`config.mk`:
```
export PLATFORM = sky130hd
export DESIGN_NAME = text_pagination_marker_flat
export DESIGN_NICKNAME = d
export VERILOG_FILES = /design/src/sv/tpm_pkg.sv /design/src/sv/tpm_if.sv /design/src/sv/tpm_front.sv /design/src/sv/tpm_queue.sv /design/src/sv/tpm_back.sv /design/src/sv/text_pagination_marker.sv /design/src/flat_wrapper.sv
export SDC_FILE = /design/constraint.sdc
export NUM_CORES = 1
export LEC_CHECK = 0
export BUFFER_PORTS_ARGS = -buffer_cell sky130_fd_sc_hd__buf_2
export CAP_MARGIN = 20
export CORE_MARGIN = 1.5
export CORE_UTILIZATION = 45
export CTS_BUF_LIST = sky130_fd_sc_hd__clkbuf_4
export CTS_CLUSTER_SIZE = 8
export DETAILED_ROUTE_END_ITERATION = 6
export SLEW_MARGIN = 20
export SYNTH_ARGS = -nofsm -noshare
export SYNTH_HDL_FRONTEND = slang
export SYNTH_HIERARCHICAL = 1
export SYNTH_SLANG_ARGS = --single-unit
export TNS_END_PERCENT = 30
```
`constraint.sdc`:
```
create_clock -name clock -period 16.44 [get_ports clock]
set_input_delay 3.288 -clock clock [delete_from_list [all_inputs] [get_ports clock]]
set_output_delay 3.288 -clock clock [all_outputs]
set_load 0.05 [all_outputs]
```
`src/sv/tpm_pkg.sv`:
```
// Shared types and constants for the text pagination marker.
// No dependencies; every other file of the block refers to this package.
package tpm_pkg;

   // usable row width before margins, in pixels
   localparam logic [11:0] USABLE_FULL = 12'd320;

   // character codes that get special handling
   localparam logic [15:0] CODE_TAB   = 16'h0009;
   localparam logic [15:0] CODE_LF    = 16'h000A;
   localparam logic [15:0] CODE_CR    = 16'h000D;
   localparam logic [15:0] CODE_SPACE = 16'h0020;

   // a checkpoint falls on source lines 1, 65, 129, ...
   localparam int unsigned CHECK_BITS = 6;
   localparam logic [CHECK_BITS-1:0] CHECK_PHASE = 6'd1;

   // configuration register indexes
   localparam int unsigned CSR_INDEX_W = 8;
   localparam logic [CSR_INDEX_W-1:0] CSR_MARGIN         = 8'd0;
   localparam logic [CSR_INDEX_W-1:0] CSR_PAGE_ROWS      = 8'd1;
   localparam logic [CSR_INDEX_W-1:0] CSR_FALLBACK_WIDTH = 8'd2;
   localparam logic [CSR_INDEX_W-1:0] CSR_TEXT_SIZE      = 8'd3;

   // queue between front and back
   localparam int unsigned QUEUE_DEPTH = 2;
   localparam int unsigned QUEUE_PTR_W = $clog2(QUEUE_DEPTH);
   localparam int unsigned QUEUE_CNT_W = $clog2(QUEUE_DEPTH + 1);

   // mark buffer in the back end
   localparam int unsigned MARK_DEPTH = 4;
   localparam int unsigned MARK_PTR_W = $clog2(MARK_DEPTH);
   localparam int unsigned MARK_CNT_W = $clog2(MARK_DEPTH + 1);

   typedef enum logic [1:0] {
      OP_START,
      OP_NEWLINE,
      OP_GLYPH
   } op_type;

   typedef enum logic {
      KIND_PAGE  = 1'b0,
      KIND_CHECK = 1'b1
   } kind_type;

   typedef struct packed {
      logic [7:0]  margin;
      logic [7:0]  page_rows;
      logic [7:0]  fallback_width;
      logic [31:0] text_size;
   } cfg_type;

   typedef struct packed {
      op_type      op;
      logic [7:0]  char_width;
      logic        check_due;
      logic        below_eof;
      logic [31:0] offset;
      logic [31:0] line;
   } item_type;

   typedef struct packed {
      kind_type    kind;
      logic [31:0] mark_offset;
      logic [31:0] line_number;
      logic        last_of_run;
   } mark_type;

endpackage

```
`src/sv/tpm_if.sv`:
```
// Channel interfaces of the text pagination marker: request, response, CSR write.
// Depends on tpm_pkg for the CSR index width.
interface tpm_req_if;
   logic               valid;
   logic               ready;
   logic               cmd;
   logic [15:0]        code;
   logic signed [7:0]  glyph_width;
   logic [31:0]        char_offset;
   logic [31:0]        next_offset;
   logic [31:0]        src_line;

   modport source (output valid, cmd, code, glyph_width, char_offset, next_offset,
                   src_line, input ready);
   modport sink   (input valid, cmd, code, glyph_width, char_offset, next_offset,
                   src_line, output ready);
endinterface

interface tpm_rsp_if;
   logic        valid;
   logic        ready;
   logic        kind;
   logic [31:0] mark_offset;
   logic [31:0] line_number;
   logic        last_of_run;

   modport source (output valid, kind, mark_offset, line_number, last_of_run,
                   input ready);
   modport sink   (input valid, kind, mark_offset, line_number, last_of_run,
                   output ready);
endinterface

interface tpm_csr_if;
   logic                                valid;
   logic                                ready;
   logic [tpm_pkg::CSR_INDEX_W-1:0]     index;
   logic [31:0]                         data;

   modport source (output valid, index, data, input ready);
   modport sink   (input valid, index, data, output ready);
endinterface

```
`src/sv/tpm_front.sv`:
```
// Front end: accepts requests, drops codes without effect, classifies the rest.
// Depends on tpm_pkg and tpm_req_if; feeds tpm_queue.
module tpm_front (
   tpm_req_if.sink            req_ch,
   input  tpm_pkg::cfg_type   cfg,
   output logic               push_valid,
   input  logic               push_ready,
   output tpm_pkg::item_type  push_item
);

   logic [15:0] code_eff;
   logic        keep;

   assign req_ch.ready = push_ready;
   assign push_valid   = req_ch.valid && keep;

   always_comb begin
      code_eff = (req_ch.code == tpm_pkg::CODE_TAB) ? tpm_pkg::CODE_SPACE : req_ch.code;
      keep                 = 1'b1;
      push_item.op         = tpm_pkg::OP_GLYPH;
      push_item.char_width = '0;
      push_item.check_due  = 1'b0;
      push_item.below_eof  = 1'b0;
      push_item.offset     = req_ch.char_offset;
      push_item.line       = req_ch.src_line;
      if (!req_ch.cmd) begin
         push_item.op     = tpm_pkg::OP_START;
         push_item.offset = req_ch.next_offset;
         push_item.line   = 32'd1;
      end else if (req_ch.code == tpm_pkg::CODE_CR) begin
         keep = 1'b0;
      end else if (req_ch.code == tpm_pkg::CODE_LF) begin
         push_item.op        = tpm_pkg::OP_NEWLINE;
         push_item.offset    = req_ch.next_offset;
         push_item.check_due =
            (req_ch.src_line[tpm_pkg::CHECK_BITS-1:0] == tpm_pkg::CHECK_PHASE);
         push_item.below_eof = (req_ch.next_offset < cfg.text_size);
      end else if (code_eff < tpm_pkg::CODE_SPACE) begin
         keep = 1'b0;
      end else begin
         // non-positive glyph width falls back to the configured fallback width
         push_item.char_width = (req_ch.glyph_width > 8'sd0) ?
                                req_ch.glyph_width[7:0] : cfg.fallback_width;
      end
   end

endmodule

```
`src/sv/tpm_queue.sv`:
```
// Short queue between front and back of the text pagination marker.
// Depends on tpm_pkg for the item type and depth.
module tpm_queue (
   input  logic               clock,
   input  logic               reset,
   input  logic               in_valid,
   output logic               in_ready,
   input  tpm_pkg::item_type  in_item,
   output logic               out_valid,
   input  logic               out_ready,
   output tpm_pkg::item_type  out_item
);

   tpm_pkg::item_type                 slot_ff [tpm_pkg::QUEUE_DEPTH];
   logic [tpm_pkg::QUEUE_PTR_W-1:0]   wr_ff, wr_in, rd_ff, rd_in;
   logic [tpm_pkg::QUEUE_CNT_W-1:0]   cnt_ff, cnt_in;
   logic                              push, pop;

   assign in_ready  = (cnt_ff != tpm_pkg::QUEUE_CNT_W'(tpm_pkg::QUEUE_DEPTH));
   assign out_valid = (cnt_ff != '0);
   assign out_item  = slot_ff[rd_ff];
   assign push      = in_valid && in_ready;
   assign pop       = out_valid && out_ready;

   always_comb begin
      wr_in  = push ? wr_ff + 1'b1 : wr_ff;
      rd_in  = pop  ? rd_ff + 1'b1 : rd_ff;
      cnt_in = cnt_ff + tpm_pkg::QUEUE_CNT_W'(push) - tpm_pkg::QUEUE_CNT_W'(pop);
   end

   always_ff @(posedge clock) begin
      if (reset) begin
         wr_ff  <= '0;
         rd_ff  <= '0;
         cnt_ff <= '0;
      end else begin
         wr_ff  <= wr_in;
         rd_ff  <= rd_in;
         cnt_ff <= cnt_in;
      end
      if (push) begin
         slot_ff[wr_ff] <= in_item;
      end
   end

endmodule

```
`src/sv/tpm_back.sv`:
```
// Back end: row/page tracking, duplicate suppression and the mark buffer.
// Depends on tpm_pkg and tpm_rsp_if; fed by tpm_queue.
module tpm_back (
   input  logic               clock,
   input  logic               reset,
   input  tpm_pkg::cfg_type   cfg,
   input  logic               item_valid,
   output logic               item_ready,
   input  tpm_pkg::item_type  item,
   tpm_rsp_if.source          rsp_ch
);

   logic [9:0]   row_width_ff, row_width_in;
   logic [7:0]   row_in_page_ff, row_in_page_in;
   logic [31:0]  last_page_offset_ff, last_page_offset_in;
   logic [31:0]  last_page_line_ff, last_page_line_in;
   logic [31:0]  last_check_offset_ff, last_check_offset_in;
   logic [31:0]  last_check_line_ff, last_check_line_in;

   tpm_pkg::mark_type                 mark_ff [tpm_pkg::MARK_DEPTH];
   logic [tpm_pkg::MARK_PTR_W-1:0]    wr_ff, wr_in, rd_ff, rd_in;
   logic [tpm_pkg::MARK_CNT_W-1:0]    cnt_ff, cnt_in;

   logic                 take, pop;
   logic [7:0]           row_inc, row_next;
   logic                 page_full;
   logic [11:0]          width_sum;
   logic signed [11:0]   usable_width;
   logic                 wrap;
   logic                 page_dup, check_dup;
   logic                 v0, v1;
   tpm_pkg::mark_type    c0, c1, e0, e1;
   logic [1:0]           n_marks;

   // take an item only when the buffer has room for two marks
   assign item_ready = (cnt_ff <= tpm_pkg::MARK_CNT_W'(tpm_pkg::MARK_DEPTH - 2));
   assign take       = item_valid && item_ready;
   assign pop        = rsp_ch.valid && rsp_ch.ready;

   assign rsp_ch.valid       = (cnt_ff != '0);
   assign rsp_ch.kind        = mark_ff[rd_ff].kind;
   assign rsp_ch.mark_offset = mark_ff[rd_ff].mark_offset;
   assign rsp_ch.line_number = mark_ff[rd_ff].line_number;
   assign rsp_ch.last_of_run = mark_ff[rd_ff].last_of_run;

   always_comb begin
      row_inc   = row_in_page_ff + 8'd1;
      page_full = (row_inc >= cfg.page_rows);
      row_next  = page_full ? 8'd0 : row_inc;
      width_sum = {2'b00, row_width_ff} + {4'b0000, item.char_width};
      usable_width = $signed(tpm_pkg::USABLE_FULL) - $signed({3'b000, cfg.margin, 1'b0});
      wrap      = (row_width_ff != 10'd0) && ($signed(width_sum) > usable_width);
      page_dup  = (item.offset == last_page_offset_ff) && (item.line == last_page_line_ff);
      check_dup = (item.offset == last_check_offset_ff) &&
                  (item.line == last_check_line_ff);

      row_width_in         = row_width_ff;
      row_in_page_in       = row_in_page_ff;
      last_page_offset_in  = last_page_offset_ff;
      last_page_line_in    = last_page_line_ff;
      last_check_offset_in = last_check_offset_ff;
      last_check_line_in   = last_check_line_ff;

      v0 = 1'b0;
      v1 = 1'b0;
      c0 = '{kind: tpm_pkg::KIND_CHECK, mark_offset: item.offset,
             line_number: item.line, last_of_run: 1'b0};
      c1 = '{kind: tpm_pkg::KIND_PAGE, mark_offset: item.offset,
             line_number: item.line, last_of_run: 1'b1};

      if (take) begin
         case (item.op)
            tpm_pkg::OP_START: begin
               // page mark first, then checkpoint, never suppressed
               row_width_in         = '0;
               row_in_page_in       = '0;
               last_page_offset_in  = item.offset;
               last_page_line_in    = item.line;
               last_check_offset_in = item.offset;
               last_check_line_in   = item.line;
               v0 = 1'b1;
               v1 = 1'b1;
               c0.kind = tpm_pkg::KIND_PAGE;
               c1.kind = tpm_pkg::KIND_CHECK;
            end
            tpm_pkg::OP_NEWLINE: begin
               row_width_in   = '0;
               row_in_page_in = row_next;
               if (item.check_due && !check_dup) begin
                  v0 = 1'b1;
                  last_check_offset_in = item.offset;
                  last_check_line_in   = item.line;
               end
               if (page_full && item.below_eof && !page_dup) begin
                  v1 = 1'b1;
                  last_page_offset_in = item.offset;
                  last_page_line_in   = item.line;
               end
            end
            tpm_pkg::OP_GLYPH: begin
               if (wrap) begin
                  row_in_page_in = row_next;
                  row_width_in   = 10'(item.char_width);
                  if (page_full && !page_dup) begin
                     v1 = 1'b1;
                     last_page_offset_in = item.offset;
                     last_page_line_in   = item.line;
                  end
               end else begin
                  row_width_in = width_sum[9:0];
               end
            end
            default: begin
            end
         endcase
      end

      // pack the valid marks at the buffer tail
      n_marks = {1'b0, v0} + {1'b0, v1};
      e0 = v0 ? c0 : c1;
      e0.last_of_run = !(v0 && v1);
      e1 = c1;
      e1.last_of_run = 1'b1;

      wr_in  = wr_ff + tpm_pkg::MARK_PTR_W'(n_marks);
      rd_in  = pop ? rd_ff + 1'b1 : rd_ff;
      cnt_in = cnt_ff + tpm_pkg::MARK_CNT_W'(n_marks) - tpm_pkg::MARK_CNT_W'(pop);
   end

   always_ff @(posedge clock) begin
      if (reset) begin
         row_width_ff         <= '0;
         row_in_page_ff       <= '0;
         last_page_offset_ff  <= '0;
         last_page_line_ff    <= '0;
         last_check_offset_ff <= '0;
         last_check_line_ff   <= '0;
         wr_ff                <= '0;
         rd_ff                <= '0;
         cnt_ff               <= '0;
      end else begin
         row_width_ff         <= row_width_in;
         row_in_page_ff       <= row_in_page_in;
         last_page_offset_ff  <= last_page_offset_in;
         last_page_line_ff    <= last_page_line_in;
         last_check_offset_ff <= last_check_offset_in;
         last_check_line_ff   <= last_check_line_in;
         wr_ff                <= wr_in;
         rd_ff                <= rd_in;
         cnt_ff               <= cnt_in;
      end
      if (n_marks != 2'd0) begin
         mark_ff[wr_ff] <= e0;
      end
      if (n_marks == 2'd2) begin
         mark_ff[wr_ff + 1'b1] <= e1;
      end
   end

endmodule

```
`src/sv/text_pagination_marker.sv`:
```
// Top level of the text pagination marker: CSR bank, front end, queue, back end.
// Depends on tpm_pkg, tpm_if, tpm_front, tpm_queue and tpm_back.
//
// Greedy line-wrap pagination over a stream of decoded characters. A start
// request clears the row state and always yields a page mark and a line
// checkpoint at the data start offset, line 1. Each character request adds
// its glyph width (or the fallback width when the glyph width is not
// positive) to the current visual row; a non-empty row that would exceed
// 320 - 2*margin pixels starts a new row, and a newline ends the row too.
// Every row that fills a page yields a page mark (on newlines only below
// the text size), and a newline on source lines 1, 65, 129, ... yields a
// checkpoint. A mark equal to the last one of its kind is dropped. Carriage
// returns and other control codes are discarded in the front end, tabs count
// as spaces. Throughput: one request per cycle, set by the row/page update in
// the back end; when requests produce marks faster than one per cycle, the
// response port (one mark per cycle) sets the rate and back-pressure reaches
// the request port through the two-entry queue and the four-entry mark
// buffer. An accepted request is registered in the queue; the back end takes
// it once the mark buffer has room and writes its marks into that buffer,
// from which the response port offers them. CSR writes are taken every cycle
// (csr_ch.ready is constant high) and must only happen while no request is in flight.
module text_pagination_marker (
   input  logic        clock,
   input  logic        reset,
   tpm_req_if.sink     req_ch,
   tpm_rsp_if.source   rsp_ch,
   tpm_csr_if.sink     csr_ch
);

   tpm_pkg::cfg_type   cfg_ff, cfg_in;

   logic               push_valid, push_ready;
   tpm_pkg::item_type  push_item;
   logic               item_valid, item_ready;
   tpm_pkg::item_type  item;

   // CSR bank: always ready, ignore writes to unknown indexes
   assign csr_ch.ready = 1'b1;

   always_comb begin
      cfg_in = cfg_ff;
      if (csr_ch.valid) begin
         case (csr_ch.index)
            tpm_pkg::CSR_MARGIN:         cfg_in.margin         = csr_ch.data[7:0];
            tpm_pkg::CSR_PAGE_ROWS:      cfg_in.page_rows      = csr_ch.data[7:0];
            tpm_pkg::CSR_FALLBACK_WIDTH: cfg_in.fallback_width = csr_ch.data[7:0];
            tpm_pkg::CSR_TEXT_SIZE:      cfg_in.text_size      = csr_ch.data;
            default: begin
            end
         endcase
      end
   end

   always_ff @(posedge clock) begin
      if (reset) begin
         cfg_ff.margin         <= 8'd0;
         cfg_ff.page_rows      <= 8'd1;
         cfg_ff.fallback_width <= 8'd0;
         cfg_ff.text_size      <= 32'd0;
      end else begin
         cfg_ff <= cfg_in;
      end
   end

   // classify requests, drop the ones that change nothing
   tpm_front u_front (
      .req_ch     (req_ch),
      .cfg        (cfg_ff),
      .push_valid (push_valid),
      .push_ready (push_ready),
      .push_item  (push_item)
   );

   // decouple the front from the back
   tpm_queue u_queue (
      .clock     (clock),
      .reset     (reset),
      .in_valid  (push_valid),
      .in_ready  (push_ready),
      .in_item   (push_item),
      .out_valid (item_valid),
      .out_ready (item_ready),
      .out_item  (item)
   );

   // advance rows and pages, emit marks
   tpm_back u_back (
      .clock      (clock),
      .reset      (reset),
      .cfg        (cfg_ff),
      .item_valid (item_valid),
      .item_ready (item_ready),
      .item       (item),
      .rsp_ch     (rsp_ch)
   );

endmodule

```
`src/flat_wrapper.sv`:
```
// flat-port wrapper written by rule: the top's interface ports become plain ports
module text_pagination_marker_flat 
  (clock, reset, req_ch_valid, req_ch_cmd, req_ch_code, req_ch_glyph_width, req_ch_char_offset, req_ch_next_offset, req_ch_src_line, req_ch_ready, rsp_ch_valid, rsp_ch_kind, rsp_ch_mark_offset, rsp_ch_line_number, rsp_ch_last_of_run, rsp_ch_ready, csr_ch_valid, csr_ch_index, csr_ch_data, csr_ch_ready);
  tpm_req_if req_ch_i ();
  tpm_rsp_if rsp_ch_i ();
  tpm_csr_if csr_ch_i ();
  input  logic clock;
  input  logic reset;
  input wire logic [$bits(req_ch_i.valid)-1:0] req_ch_valid;
  input wire logic [$bits(req_ch_i.cmd)-1:0] req_ch_cmd;
  input wire logic [$bits(req_ch_i.code)-1:0] req_ch_code;
  input wire logic [$bits(req_ch_i.glyph_width)-1:0] req_ch_glyph_width;
  input wire logic [$bits(req_ch_i.char_offset)-1:0] req_ch_char_offset;
  input wire logic [$bits(req_ch_i.next_offset)-1:0] req_ch_next_offset;
  input wire logic [$bits(req_ch_i.src_line)-1:0] req_ch_src_line;
  output wire logic [$bits(req_ch_i.ready)-1:0] req_ch_ready;
  output wire logic [$bits(rsp_ch_i.valid)-1:0] rsp_ch_valid;
  output wire logic [$bits(rsp_ch_i.kind)-1:0] rsp_ch_kind;
  output wire logic [$bits(rsp_ch_i.mark_offset)-1:0] rsp_ch_mark_offset;
  output wire logic [$bits(rsp_ch_i.line_number)-1:0] rsp_ch_line_number;
  output wire logic [$bits(rsp_ch_i.last_of_run)-1:0] rsp_ch_last_of_run;
  input wire logic [$bits(rsp_ch_i.ready)-1:0] rsp_ch_ready;
  input wire logic [$bits(csr_ch_i.valid)-1:0] csr_ch_valid;
  input wire logic [$bits(csr_ch_i.index)-1:0] csr_ch_index;
  input wire logic [$bits(csr_ch_i.data)-1:0] csr_ch_data;
  output wire logic [$bits(csr_ch_i.ready)-1:0] csr_ch_ready;
  assign req_ch_i.valid = req_ch_valid;
  assign req_ch_i.cmd = req_ch_cmd;
  assign req_ch_i.code = req_ch_code;
  assign req_ch_i.glyph_width = req_ch_glyph_width;
  assign req_ch_i.char_offset = req_ch_char_offset;
  assign req_ch_i.next_offset = req_ch_next_offset;
  assign req_ch_i.src_line = req_ch_src_line;
  assign req_ch_ready = req_ch_i.ready;
  assign rsp_ch_valid = rsp_ch_i.valid;
  assign rsp_ch_kind = rsp_ch_i.kind;
  assign rsp_ch_mark_offset = rsp_ch_i.mark_offset;
  assign rsp_ch_line_number = rsp_ch_i.line_number;
  assign rsp_ch_last_of_run = rsp_ch_i.last_of_run;
  assign rsp_ch_i.ready = rsp_ch_ready;
  assign csr_ch_i.valid = csr_ch_valid;
  assign csr_ch_i.index = csr_ch_index;
  assign csr_ch_i.data = csr_ch_data;
  assign csr_ch_ready = csr_ch_i.ready;
  text_pagination_marker u_core (.clock(clock), .reset(reset), .req_ch(req_ch_i), .rsp_ch(rsp_ch_i), .csr_ch(csr_ch_i));
endmodule
```
Word level (Yosys, flattened, before mapping)

Memories as Yosys holds them, arrays and structs flattened. A register that Yosys moved wholly into a read port is not among the register bits.
Cells that the tools add are included.
Widths: inputs -> output; s select.

Memory bits (writable): 416
Bits in read-only memories: 0
Latch bits: 0
Register bits: 213
Memories kept: 2
Word-level logic and storage cells: 144
Output and inout bits: 69
Bits of input ports: 166

Memories:

| name                   | depth | width | rd ports | clocked after Yosys merged registers in | write ports | line            | source |
|---|---|---|---|---|---|---|---|
| u_core.u_back.mark_ff  | 4     | 66    | 1        | 1                                       | 2           | tpm_back.sv:20  | `tpm_pkg::mark_type mark_ff [tpm_pkg::MARK_DEPTH];` |
| u_core.u_queue.slot_ff | 2     | 76    | 1        | 1                                       | 1           | tpm_queue.sv:14 | `tpm_pkg::item_type slot_ff [tpm_pkg::QUEUE_DEPTH];` |

Reductions and logical operators: 33
Bitwise gates (word level): 0
$add $sub $neg: 13
Divide/modulo/power cells: 0
Equal/unequal tests: 19
Shift-type cells: 0
Multiply operators: 0
Order comparisons: 6
Multiplexer cells: 55

Operators by type and width:

| cell                 | count |
|---|---|
| $mux 32              | 10 |
| $pmux 32 s3          | 2 |
| $eq 32x32->1         | 4 |
| $pmux 32 s2          | 2 |
| $mux 66              | 1 |
| $eq 16x4->1 const B  | 3 |
| $mux 44              | 1 |
| $mux 8               | 5 |
| $mux 34              | 1 |
| $lt 32x32->1         | 1 |
| $pmux 8 s3           | 1 |
| $mux 1               | 22 |
| $mux 10              | 2 |
| $pmux 10 s2          | 1 |
| $eq 8x2->1 const B   | 2 |
| $lt 16x6->1 const B  | 1 |
| $mux 16              | 1 |
| $gt 12x10->1         | 1 |
| $logic_and 1x1->1    | 12 |
| $add 10x8->11        | 1 |
| $ne 2x2->1 const B   | 5 |
| $reduce_and 2->1     | 5 |
| $reduce_bool 10->1   | 1 |
| $sub 9x9->10 const A | 1 |
| 27 further kinds     | 40 |

Depth between registers and ports, before layout

Gate-level depths: netlist of the first run.

Depth in word-level cells: 12
Gate-level depth with buffers: 26

Hierarchy

Netlist of the first run, hierarchy kept.

Modules (own cells, without submodules):

| module                 | times used | cells an instance | area an instance (um^2) | seq. area each (um^2) |
|---|---|---|---|---|
| tpm_back               | 1          | 1682              | 20693.6                 | 10990.5 |
| tpm_queue              | 1          | 265               | 5745.5                  | 4664.5 |
| text_pagination_marker | 1          | 224               | 2411.1                  | 1121.1 |
| tpm_front              | 1          | 213               | 1635.3                  | 0.0 |

Least setup slack after synthesis of the first run

No wires, ideal clock.

Path type: input-to-reg
Start point: input req_ch_code[10]
End point: memory u_core/u_queue/slot_ff[1][0] (netlist bit), enable pin
Arrival: 6.596 ns
Stages: 9
Setup slack: 9.402 ns
Buffers on the path: 2
Path through: nor4_1 -> nand3_1 -> nor4b_2 -> nand2b_1 -> buf_6 -> buf_6 -> inv_1 -> a21boi_1 -> and3_1

Longest elaborated chain between the ends: 11

RTL lines:

| element                          | line                         | source |
|---|---|---|
| start: declaration               | flat_wrapper.sv:11           | `input wire logic [$bits(req_ch_i.code)-1:0] req_ch_code;` |
| $eq 16x4->1                      | tpm_front.sv:18              | `code_eff = (req_ch.code == tpm_pkg::CODE_TAB) ? tpm_pkg::CODE_SPACE : req_ch.code;` |
| $mux 16                          | tpm_front.sv:18              |  |
| $lt 16x6->1                      | tpm_front.sv:38              | `end else if (code_eff < tpm_pkg::CODE_SPACE) begin` |
| $mux 1                           | tpm_front.sv:38              |  |
| $mux 1                           | tpm_front.sv:32              | `end else if (req_ch.code == tpm_pkg::CODE_LF) begin` |
| $mux 1 (*)                       | tpm_front.sv:30              | `end else if (req_ch.code == tpm_pkg::CODE_CR) begin` |
| $mux 1 (*)                       | tpm_front.sv:26              | `if (!req_ch.cmd) begin` |
| $logic_and 1x1->1 (*)            | tpm_front.sv:15              | `assign push_valid = req_ch.valid && keep;` |
| net u_core.push_valid            | text_pagination_marker.sv:32 | `logic push_valid, push_ready;` |
| $logic_and 1x1->1 (*)            | tpm_queue.sv:22              | `assign push = in_valid && in_ready;` |
| $mux 1 (*)                       | tpm_queue.sv:41              | `if (push) begin` |
| $mux 1 (implied by the code) (*) | tpm_queue.sv:42              | `slot_ff[wr_ff] <= in_item;` |
| end: declaration                 | tpm_queue.sv:14              |  |

The timed path passes the listed nets; every way through them passes the cells marked *.

==> metrics.txt, run 1 <==
Tightest Pin Transition 1.10 ns; Register Area 0.0168 sq mm; combinational share of power 33.4%; Post-Syn Area 0.0305 sq mm; FMAX 135 MHz; ys flop type edfxtp_1; drt drc 0; Hold Startpoint u_core/cfg_ff[14]; Sequential Power Share 39.5%; first-pass GRT wire length 107000 um; First-pass DRT Iterations 5; Max Root-Sink Buffers 3; HP Class register to register; setup bufs post-CTS 0; cts repair resizes 0; final hold violation count 0; vias in the first global route 19100; footprint of the multi-input gates 0.0125 sq mm; Pleak 13.2 nW; WP data required 17.00 ns; crit path DAT 7.98 ns; Worst slew margin 26.5%; Final setup viols 0; clk slew on worst S/H paths 0.06 ns; status completed; Die Wd 263 um; hpwl dp 46100 um; antenna violations before repair 2; sequential-to-total area share from yosys stat 55.0%; share of flip-flops with an asynchronous set or reset 0%; routed wire length 69400 um; setup_tns 0 ns; Area growth, synth to finish 12.1%; Placer Congestion 0.837; clock sink total 632; max cap viols 0; vias per cell 5.06; maximum VDD drop 0.0000740 V; Cell variety after synth 78; Sw Share 36.1%; RSZ-0062 raised after global routing no; Total GRT Usage 20.2%; largest net degree at the start of global routing 114; mux cell area share after synthesis 15.4%; Syn Nets 2621; crit-path max FO 68; CTS tree done; Clock Latency Late Sink 0.99 ns; Vias 18400; Post-Syn Instances 2384; Tmin final 7.42 ns; GR Overflow Total 0; Fillers 5846; Worst setup SP type register; Synth Area in Simple Gates 15.2%; reg-to-reg slack, setup 9.02 ns; commonest non-fill, non-tap cell in the layout edfxtp_1; Synth Area in Adders 2.96%; EDFF count, synth 412; post-route ant nets 0; CTS Hold Buffers Added 0; full die area 0.0693 sq mm; Ys Warns 6; share of total power in the clock network 27.1%; Row Count 95; final core occ 50.9%; Cell Pwr Density 153 mW/mm^2; FF+latch count, synth 632; layout cells sized above 1 26.0%; crit end category register; First DRT Iteration DRCs 932; Final period util 45.1%; xor/xnor cell area share of the yosys netlist 4.45%; CTS Buf Count 167; htree depth 4; Avg WL per Cell 19.1 um; Synth Area in Compound Gates 2.64%; P_int 3.35 mW; net count reported at finish 2860; CTS root buf clkbuf_4; worst clock skew 0.0584 ns; Crit Path Class register to register; core area 0.0672 sq mm; Initial Util 45.4%; main combinational cell family by area after synthesis multiplexers; commonest non-fill, non-tap cells in the layout edfxtp_1 (412), and2_1 (290), clkbuf_4 (261); Die Span Y 263 um; Avg Inst Size Synth 12.8 sq um; IO buf count 233; Max Slew Vio Count 0; Sw Pwr 1.90 mW; Ports 235
==> layer usage <==
metal	global-route usage, %	share of wire [%]	up-vias
li1	-	-	8938
met5	0	0	-
met1	25.1	44	8937
met3	4.18	4.2	100
met2	34.4	50	404
met4	8.09	2.4	0
==> flip-flops by register name, summed over array words and instances, names as in the netlist, 3 cells and up, named ones only <==
signal                              flops
u_core/u_back/mark_ff                 264
u_core/u_queue/slot_ff                152
u_core/u_back/last_check_line_ff       32
u_core/u_back/row_width_ff             10
u_core/u_back/last_check_offset_ff     32
u_core/cfg_ff                          56
u_core/u_back/cnt_ff                    3
u_core/u_back/row_in_page_ff            8
u_core/u_back/last_page_offset_ff      32
u_core/u_back/last_page_line_ff        32
==> logic make-up (layout without fill, tap and decap cells) <==
group | Yosys count | in the layout
mux | 374 | 374
flops | 632 | 632
buf+inv | 247 | 618
fa+ha+maj | 71 | 71
compound gates | 119 | 119
xor+xnor | 155 | 155
other cells | 1 | 3
simple gates | 785 | 785
==> cell usage after synthesis (32+ instances only) <==
cell type	count	area, sq um
mux2_2	81	912
nand2_1	32	120
edfxtp_1	412	12400
a21oi_1	36	180
inv_1	64	240
mux2i_1	197	1970
dfxtp_1	220	4400
xor2_1	74	648
mux4_2	66	1490
ha_1	69	863
clkbuf_1	73	274
nand2b_1	227	1420
buf_2	69	345
nor2_1	108	405
and2_1	290	1810
xnor2_1	81	709
==> power by group through the flow <==
stage	Sequential, mW	Combinational [mW]	Clock [mW]
floorplan	2.05	1.41	0
global placement	2.10	1.75	0
detailed placement	2.11	1.77	0
CTS	2.08	1.78	1.47
global route	2.10	1.88	1.55
finish	2.07	1.75	1.42
==> final cells by class <==
class | instances | share of cell area (%)
clock inverters | 40 | 0.824
multi-input cells | 1505 | 36.5
inverters | 65 | 0.718
flip-flops and latches | 632 | 49.1
clock buffers | 261 | 5.73
repair buffers | 252 | 3.86
well taps | 873 | 3.20
diodes | 2 | 0.0146
==> critical path, stage by stage, from the launching register on <==
cell	delay (ns)
dfxtp_4	0.67
buf_4	0.61
mux2_2	0.45
ha_1	0.30
a21o_1	0.15
a21o_1	0.20
a311oi_1	0.42
o21bai_1	0.14
a41oi_1	0.27
xnor2_1	0.20
ha_1	0.32
nand3_1	0.08
o32ai_1	0.09
nand2_1	0.10
o21ai_2	0.09
o21ai_0	0.25
a32oi_1	0.14
nor2_1	0.18
o21a_1	0.14
ha_1	0.35
nand2b_1	0.23
a21oi_4	0.19
buf_4	0.60
buf_4	0.70
==> path summary, 6_finish.rpt <==
kind	end	cells after the start
min reg2reg	u_core/cfg_ff[14]	2
max reg2reg	u_core/u_back/mark_ff[1][61]	23
min	u_core/cfg_ff[14]	2
max	u_core/u_back/mark_ff[1][61]	23
==> through the flow <==
| step | instances | power [mW] | hold slack (ns) | worst slack [ns] | area (sq um) |
|---|---|---|---|---|---|
| global route | 3630 | 5.53 | 0.487 | 8.60 | 34200 |
| floorplan | 2384 | 3.46 | 0.448 | 9.40 | 30500 |
| detailed placement | 3327 | 3.88 | 0.470 | 9.02 | 31900 |
| CTS | 3628 | 5.33 | 0.480 | 9.03 | 34200 |
| finish | 3630 | 5.24 | 0.474 | 9.02 | 34200 |
| global placement | 3327 | 3.85 | 0.462 | 9.24 | 31900 |
Power figures use the tool's default switching activity.
==> run 2: changes to the inputs <==
--- a/config.mk
+++ b/config.mk
@@ -5,6 +5,7 @@
 export SDC_FILE = /design/constraint.sdc
 export NUM_CORES = 1
 export LEC_CHECK = 0
+export ABC_AREA = 1
 export BUFFER_PORTS_ARGS = -buffer_cell sky130_fd_sc_hd__buf_2
 export CAP_MARGIN = 20
 export CORE_MARGIN = 1.5
==> constraint.sdc (replaced) <==
create_clock -name clock -period 6.5 [get_ports clock]
set_input_delay 1.3 -clock clock [delete_from_list [all_inputs] [get_ports clock]]
set_output_delay 1.3 -clock clock [all_outputs]
set_load 0.05 [all_outputs]
==> metrics.txt, run 2 <==
status completed; First-pass DRT Iterations 7; CTS Buf Count 170; setup_tns 0 ns; core area 0.0686 sq mm; setup bufs post-CTS 0; Avg Inst Size Synth 8.99 sq um; hpwl dp 49600 um; Post-Syn Area 0.0311 sq mm; Row Count 96; Worst path most repeated cell nand2_1; IO buf count 233; Crit Path Class register to register; Total GRT Usage 21.9%; Max Slew Vio Count 0; RSZ-0062 raised after global routing no; CP max-delay cell buf_4; EDFF count, synth 412; Die Span Y 266 um; htree depth 4; commonest non-fill, non-tap cells in the layout nor2_1 (676), nand2_1 (636), edfxtp_1 (412); fin cells 4785; Final period util 82.1%; Clock Latency Late Sink 1.03 ns; ys flop type edfxtp_1; share of flip-flops with an asynchronous set or reset 0%; FMAX 187 MHz; HP Class register to register; crit path DAT 5.91 ns; Initial Util 45.4%; First DRT Iteration DRCs 1397; CP bufs+invs 3; max cap viols 0; max FFs per register 264; Die Wd 266 um; Regs by FF count u_core/u_back/mark_ff: 264 flops, u_core/u_queue/slot_ff: 152 flops, u_core/cfg_ff: 56 flops; dpl cells 4474; synth top area cells edfxtp_1 (40%), dfxtp_1 (14%), nor2_1 (8.2%); net count reported at finish 3952; post-route ant nets 0; drt drc 0; routed wire length 77200 um; first-pass GRT wire length 122000 um; sequential-to-total area share from yosys stat 53.9%; Placer Congestion 0.832; Synth top cells by count nor2_1 (678), nand2_1 (641), edfxtp_1 (412), inv_1 (262), a21oi_1 (242); crit-path max FO 65; final hold violation count 0; Final setup viols 0; Syn Nets 3701; antenna violations before repair 2; most frequent cell after synthesis nor2_1; CTS Hold Buffers Added 0; Ys Warns 6; maximum VDD drop 0.000418 V; crit end category register; Pleak 14.6 nW; Tightest Pin Transition 1.02 ns; Tmin final 5.34 ns; top cell type's share of synthesized area 39.7%; most flop-heavy register u_core/u_back/mark_ff; Avg WL per Cell 16.1 um; worst clock skew 0.0863 ns; critical path's top delay family simple AND/OR/NAND/NOR gates; commonest non-fill, non-tap cell in the layout nor2_1; clk slew on worst S/H paths 0.06 ns; Fillers 6623; CTS root buf clkbuf_4; Ports 235; cts repair resizes 0; layout cells sized above 1 20.5%; vias in the first global route 22600; vias per cell 4.92; Hold Startpoint u_core/u_back/rd_ff[1]; Worst setup SP type register; CTS tree done; leading area contributor after synthesis edfxtp_1; WP data required 7.07 ns; Cell Pwr Density 440 mW/mm^2; CP peak stage delay 0.73 ns; full die area 0.0708 sq mm; Post-Syn Instances 3464; GR Overflow Total 0; clock sink total 632; Area growth, synth to finish 12.6%; Max Root-Sink Buffers 3; largest net degree at the start of global routing 129; Cell variety after synth 51; FF+latch count, synth 632; Vias 23600; Worst slew margin 31.7%
[run 2: cell count changes after synthesis, sizes merged, moves of 179 or more]
cell,delta
and2,-291
nand2,+614
nand2b,-228
a21oi,+207
nor2,+588
inv,+258
nand3,+179
mux2i,-197
[run 2: cell type report]
type / count / area (sq um) / area share (%)
Antenna cell: 1 / 2.50 / 0.00714
Multi-Input combinational cell: 2322 / 12100 / 34.5
Sequential cell: 632 / 16800 / 47.9
Inverter: 323 / 1220 / 3.48
Clock buffer: 272 / 2040 / 5.83
Timing Repair Buffer: 266 / 1480 / 4.21
Tap cell: 931 / 1160 / 3.32
Clock inverter: 38 / 258 / 0.735
[run 2: cell families (layout without fill, tap and decap cells)]
family / count (synthesis) / after routing / synth area share (%)
buffers and inverters: 510 / 899 / 7.49
DFF: 632 / 632 / 53.9
adders and majority gates: 71 / 71 / 2.90
xor gates and xnor gates: 93 / 93 / 2.62
muxes: 76 / 76 / 3.23
and+or+nand+nor: 1585 / 1585 / 21.4
AOI/OAI and AO/OA: 496 / 496 / 8.53
other: 1 / 2 / 0.0120
[run 2: power by group]
group          internal, mW  switching [mW]
Sequential             5.16           0.411
Combinational          1.89            4.26
Clock                  2.02            1.68
[run 2: path summary, 6_finish.rpt]
check                                end  slack, ns  depth (start not counted)
max reg2reg  u_core/u_back/mark_ff[2][2]       1.16                         28
min                             register       0.47                          2
min reg2reg                     register       0.47                          2
max          u_core/u_back/mark_ff[2][2]       1.16                         28
[run 2: tightest hold or removal path, stage by stage, from the launching register on]
cell and delay [ns]:
dfxtp_1 0.29, inv_1 0.05, a21oi_1 0.07
[run 2: per-stage QoR]
step	hold WS, ns	util, %	area (sq um)	setup WS, ns	total power, mW
4_1_cts	0.441	51.1	35100	1.10	15.6
3_3_place_gp	0.452	47.8	32800	1.19	11.8
5_1_grt	0.490	51.1	35100	0.519	16.5
3_5_place_dp	0.455	47.8	32800	1.15	11.8
2_1_floorplan	0.435	-	31100	0.636	10.4
6_report	0.466	51.1	35100	1.16	15.4
[run 2: layer usage]
metal / vias up / track usage (%) / routed length, um / part of all wire, %
met5: - / 0 / 20 / 0.026
met4: 2 / 8.49 / 1800 / 2.3
met3: 120 / 4.74 / 4200 / 5.4
met2: 583 / 35.2 / 35900 / 47
met1: 10800 / 28.9 / 35300 / 46
li1: 12000 / - / - / -
==> run 3: changes to the inputs <==
==> constraint.sdc (replaced) <==
create_clock -name clock -period 4.8 [get_ports clock]
set_input_delay 0.96 -clock clock [delete_from_list [all_inputs] [get_ports clock]]
set_output_delay 0.96 -clock clock [all_outputs]
set_load 0.05 [all_outputs]
==> metrics.txt, run 3 (same netlist as run 2, synthesis figures left out) <==
status completed; crit end category register; max FFs per register 264; drt drc 0; Ports 235; first-pass GRT wire length 122000 um; RSZ-0062 raised after global routing yes; worst clock skew 0.0789 ns; IO buf count 233; critical path's top delay family adder cells; P_int 12.4 mW; Die Wd 266 um; Cell Area, Placed 0.0333 sq mm; commonest non-fill, non-tap cell in the layout nor2_1; largest net degree at the start of global routing 130; Tightest Pin Transition 1.03 ns; crit path DAT 5.58 ns; maximum VDD drop 0.000363 V; commonest non-fill, non-tap cells in the layout nor2_1 (675), nand2_1 (634), edfxtp_1 (412); Pleak 14.9 nW; Final setup viols 0; Area growth, synth to finish 15.3%; Total GRT Usage 21.9%; Sw Pwr 8.72 mW; crit-path max FO 4; Clock Latency Late Sink 1.04 ns; core area 0.0686 sq mm; Max Slew Vio Count 0; combinational share of power 41.2%; post-route cell area 0.0359 sq mm; WP data required 5.74 ns; CP peak stage delay 0.53 ns; Design Power 21.1 mW; CTS tree done; First DRT Iteration DRCs 1641; Vias 24100; HP Class input port to register; Die Span Y 266 um; Fillers 6475; First-pass DRT Iterations 5; share of total power in the clock network 23.2%; CTS root buf clkbuf_4; worst hold slack 0.201 ns; most flop-heavy register u_core/u_back/mark_ff; final hold violation count 0; Initial Util 45.4%; post-route ant nets 0; Worst path most repeated cell nand2_1; Placer Congestion 0.848; GR Overflow Total 0; Max Root-Sink Buffers 3; Tmin final 4.64 ns; Sequential Power Share 35.6%; Cell Pwr Density 588 mW/mm^2; Regs by FF count u_core/u_back/mark_ff: 264 flops, u_core/u_queue/slot_ff: 152 flops, u_core/cfg_ff: 56 flops; CP bufs+invs 5; Worst slew margin 31.2%; vias per cell 4.99; hpwl dp 50400 um; layout cells sized above 1 21.6%; Crit Path Class register to register; Avg WL per Cell 16.3 um; Sw Share 41.3%; clk slew on worst S/H paths 0.06 ns; FMAX 216 MHz; CP max-delay cell fa_2; vias in the first global route 23000; Row Count 96; max cap viols 0; CTS Buf Count 170; clock sink total 632; routed wire length 78700 um; antenna violations before repair 4; Worst setup SP type register; full die area 0.0708 sq mm; Final period util 96.6%; htree depth 4; net count reported at finish 3992
run 3: final timing paths:
check	end	from	cells past startpoint	slack (ns)
min	u_core/u_queue/slot_ff[0][23]	req_ch_src_line[23]	3	0.20
max	u_core/u_back/cnt_ff[1]	register	30	0.16
max reg2reg	u_core/u_back/cnt_ff[1]	register	30	0.16
min reg2reg	u_core/u_back/rd_ff[1]	u_core/u_back/rd_ff[1]	2	0.47
run 3: power by group through the flow:
stage / registers [mW] / logic, mW / clock network, mW
after global routing: 7.64 / 9.58 / 5.33
after detailed placement: 7.63 / 8.55 / 0
after global placement: 7.60 / 8.48 / 0
after CTS: 7.52 / 8.58 / 5.06
final: 7.52 / 8.70 / 4.90
after floorplan: 7.49 / 6.57 / 0
run 3: cell type report:
| class | instances | area, sq um | share of cell area (%) |
|---|---|---|---|
| flip-flops and latches | 632 | 16800 | 46.7 |
| diodes | 3 | 7.51 | 0.0209 |
| repair buffers | 306 | 2180 | 6.07 |
| multi-input cells | 2322 | 12300 | 34.2 |
| clock buffers | 264 | 1980 | 5.52 |
| inverters | 323 | 1220 | 3.40 |
| clock inverters | 50 | 300 | 0.836 |
| well taps | 931 | 1160 | 3.24 |
run 3: worst min-delay path, cell delays in order:
cell and delay (ns):
buf_2 0.07, nand2_1 0.04, inv_1 0.06
run 3: layer usage:
layer | global-route usage (%) | wire length, um | vias to the layer above
li1 | - | - | 12100
met1 | 28.9 | 35500 | 11200
met2 | 35.6 | 36800 | 683
met3 | 4.15 | 4450 | 121
met4 | 8.69 | 1940 | 0
met5 | 0 | 0 | -
run 3: per-stage QoR:
| step | util, % | setup TNS, ns | worst slack, ns | std cells |
|---|---|---|---|---|
| after floorplan | - | -46.83 | -0.616 | 3464 |
| after CTS | 51.8 | 0 | 0.0263 | 4813 |
| after global placement | 48.5 | 0 | 0.167 | 4499 |
| after global routing | 52.4 | -0.454 | -0.0645 | 4831 |
| after detailed placement | 48.5 | 0 | 0.0382 | 4499 |
| final | 52.4 | 0 | 0.162 | 4831 |
run 3: what timing repair did:
item,in CTS,in global routing
setup endpoints to repair,0,477
hold buffers,0,0
buffers inserted,0,13
gates resized for setup,0,28
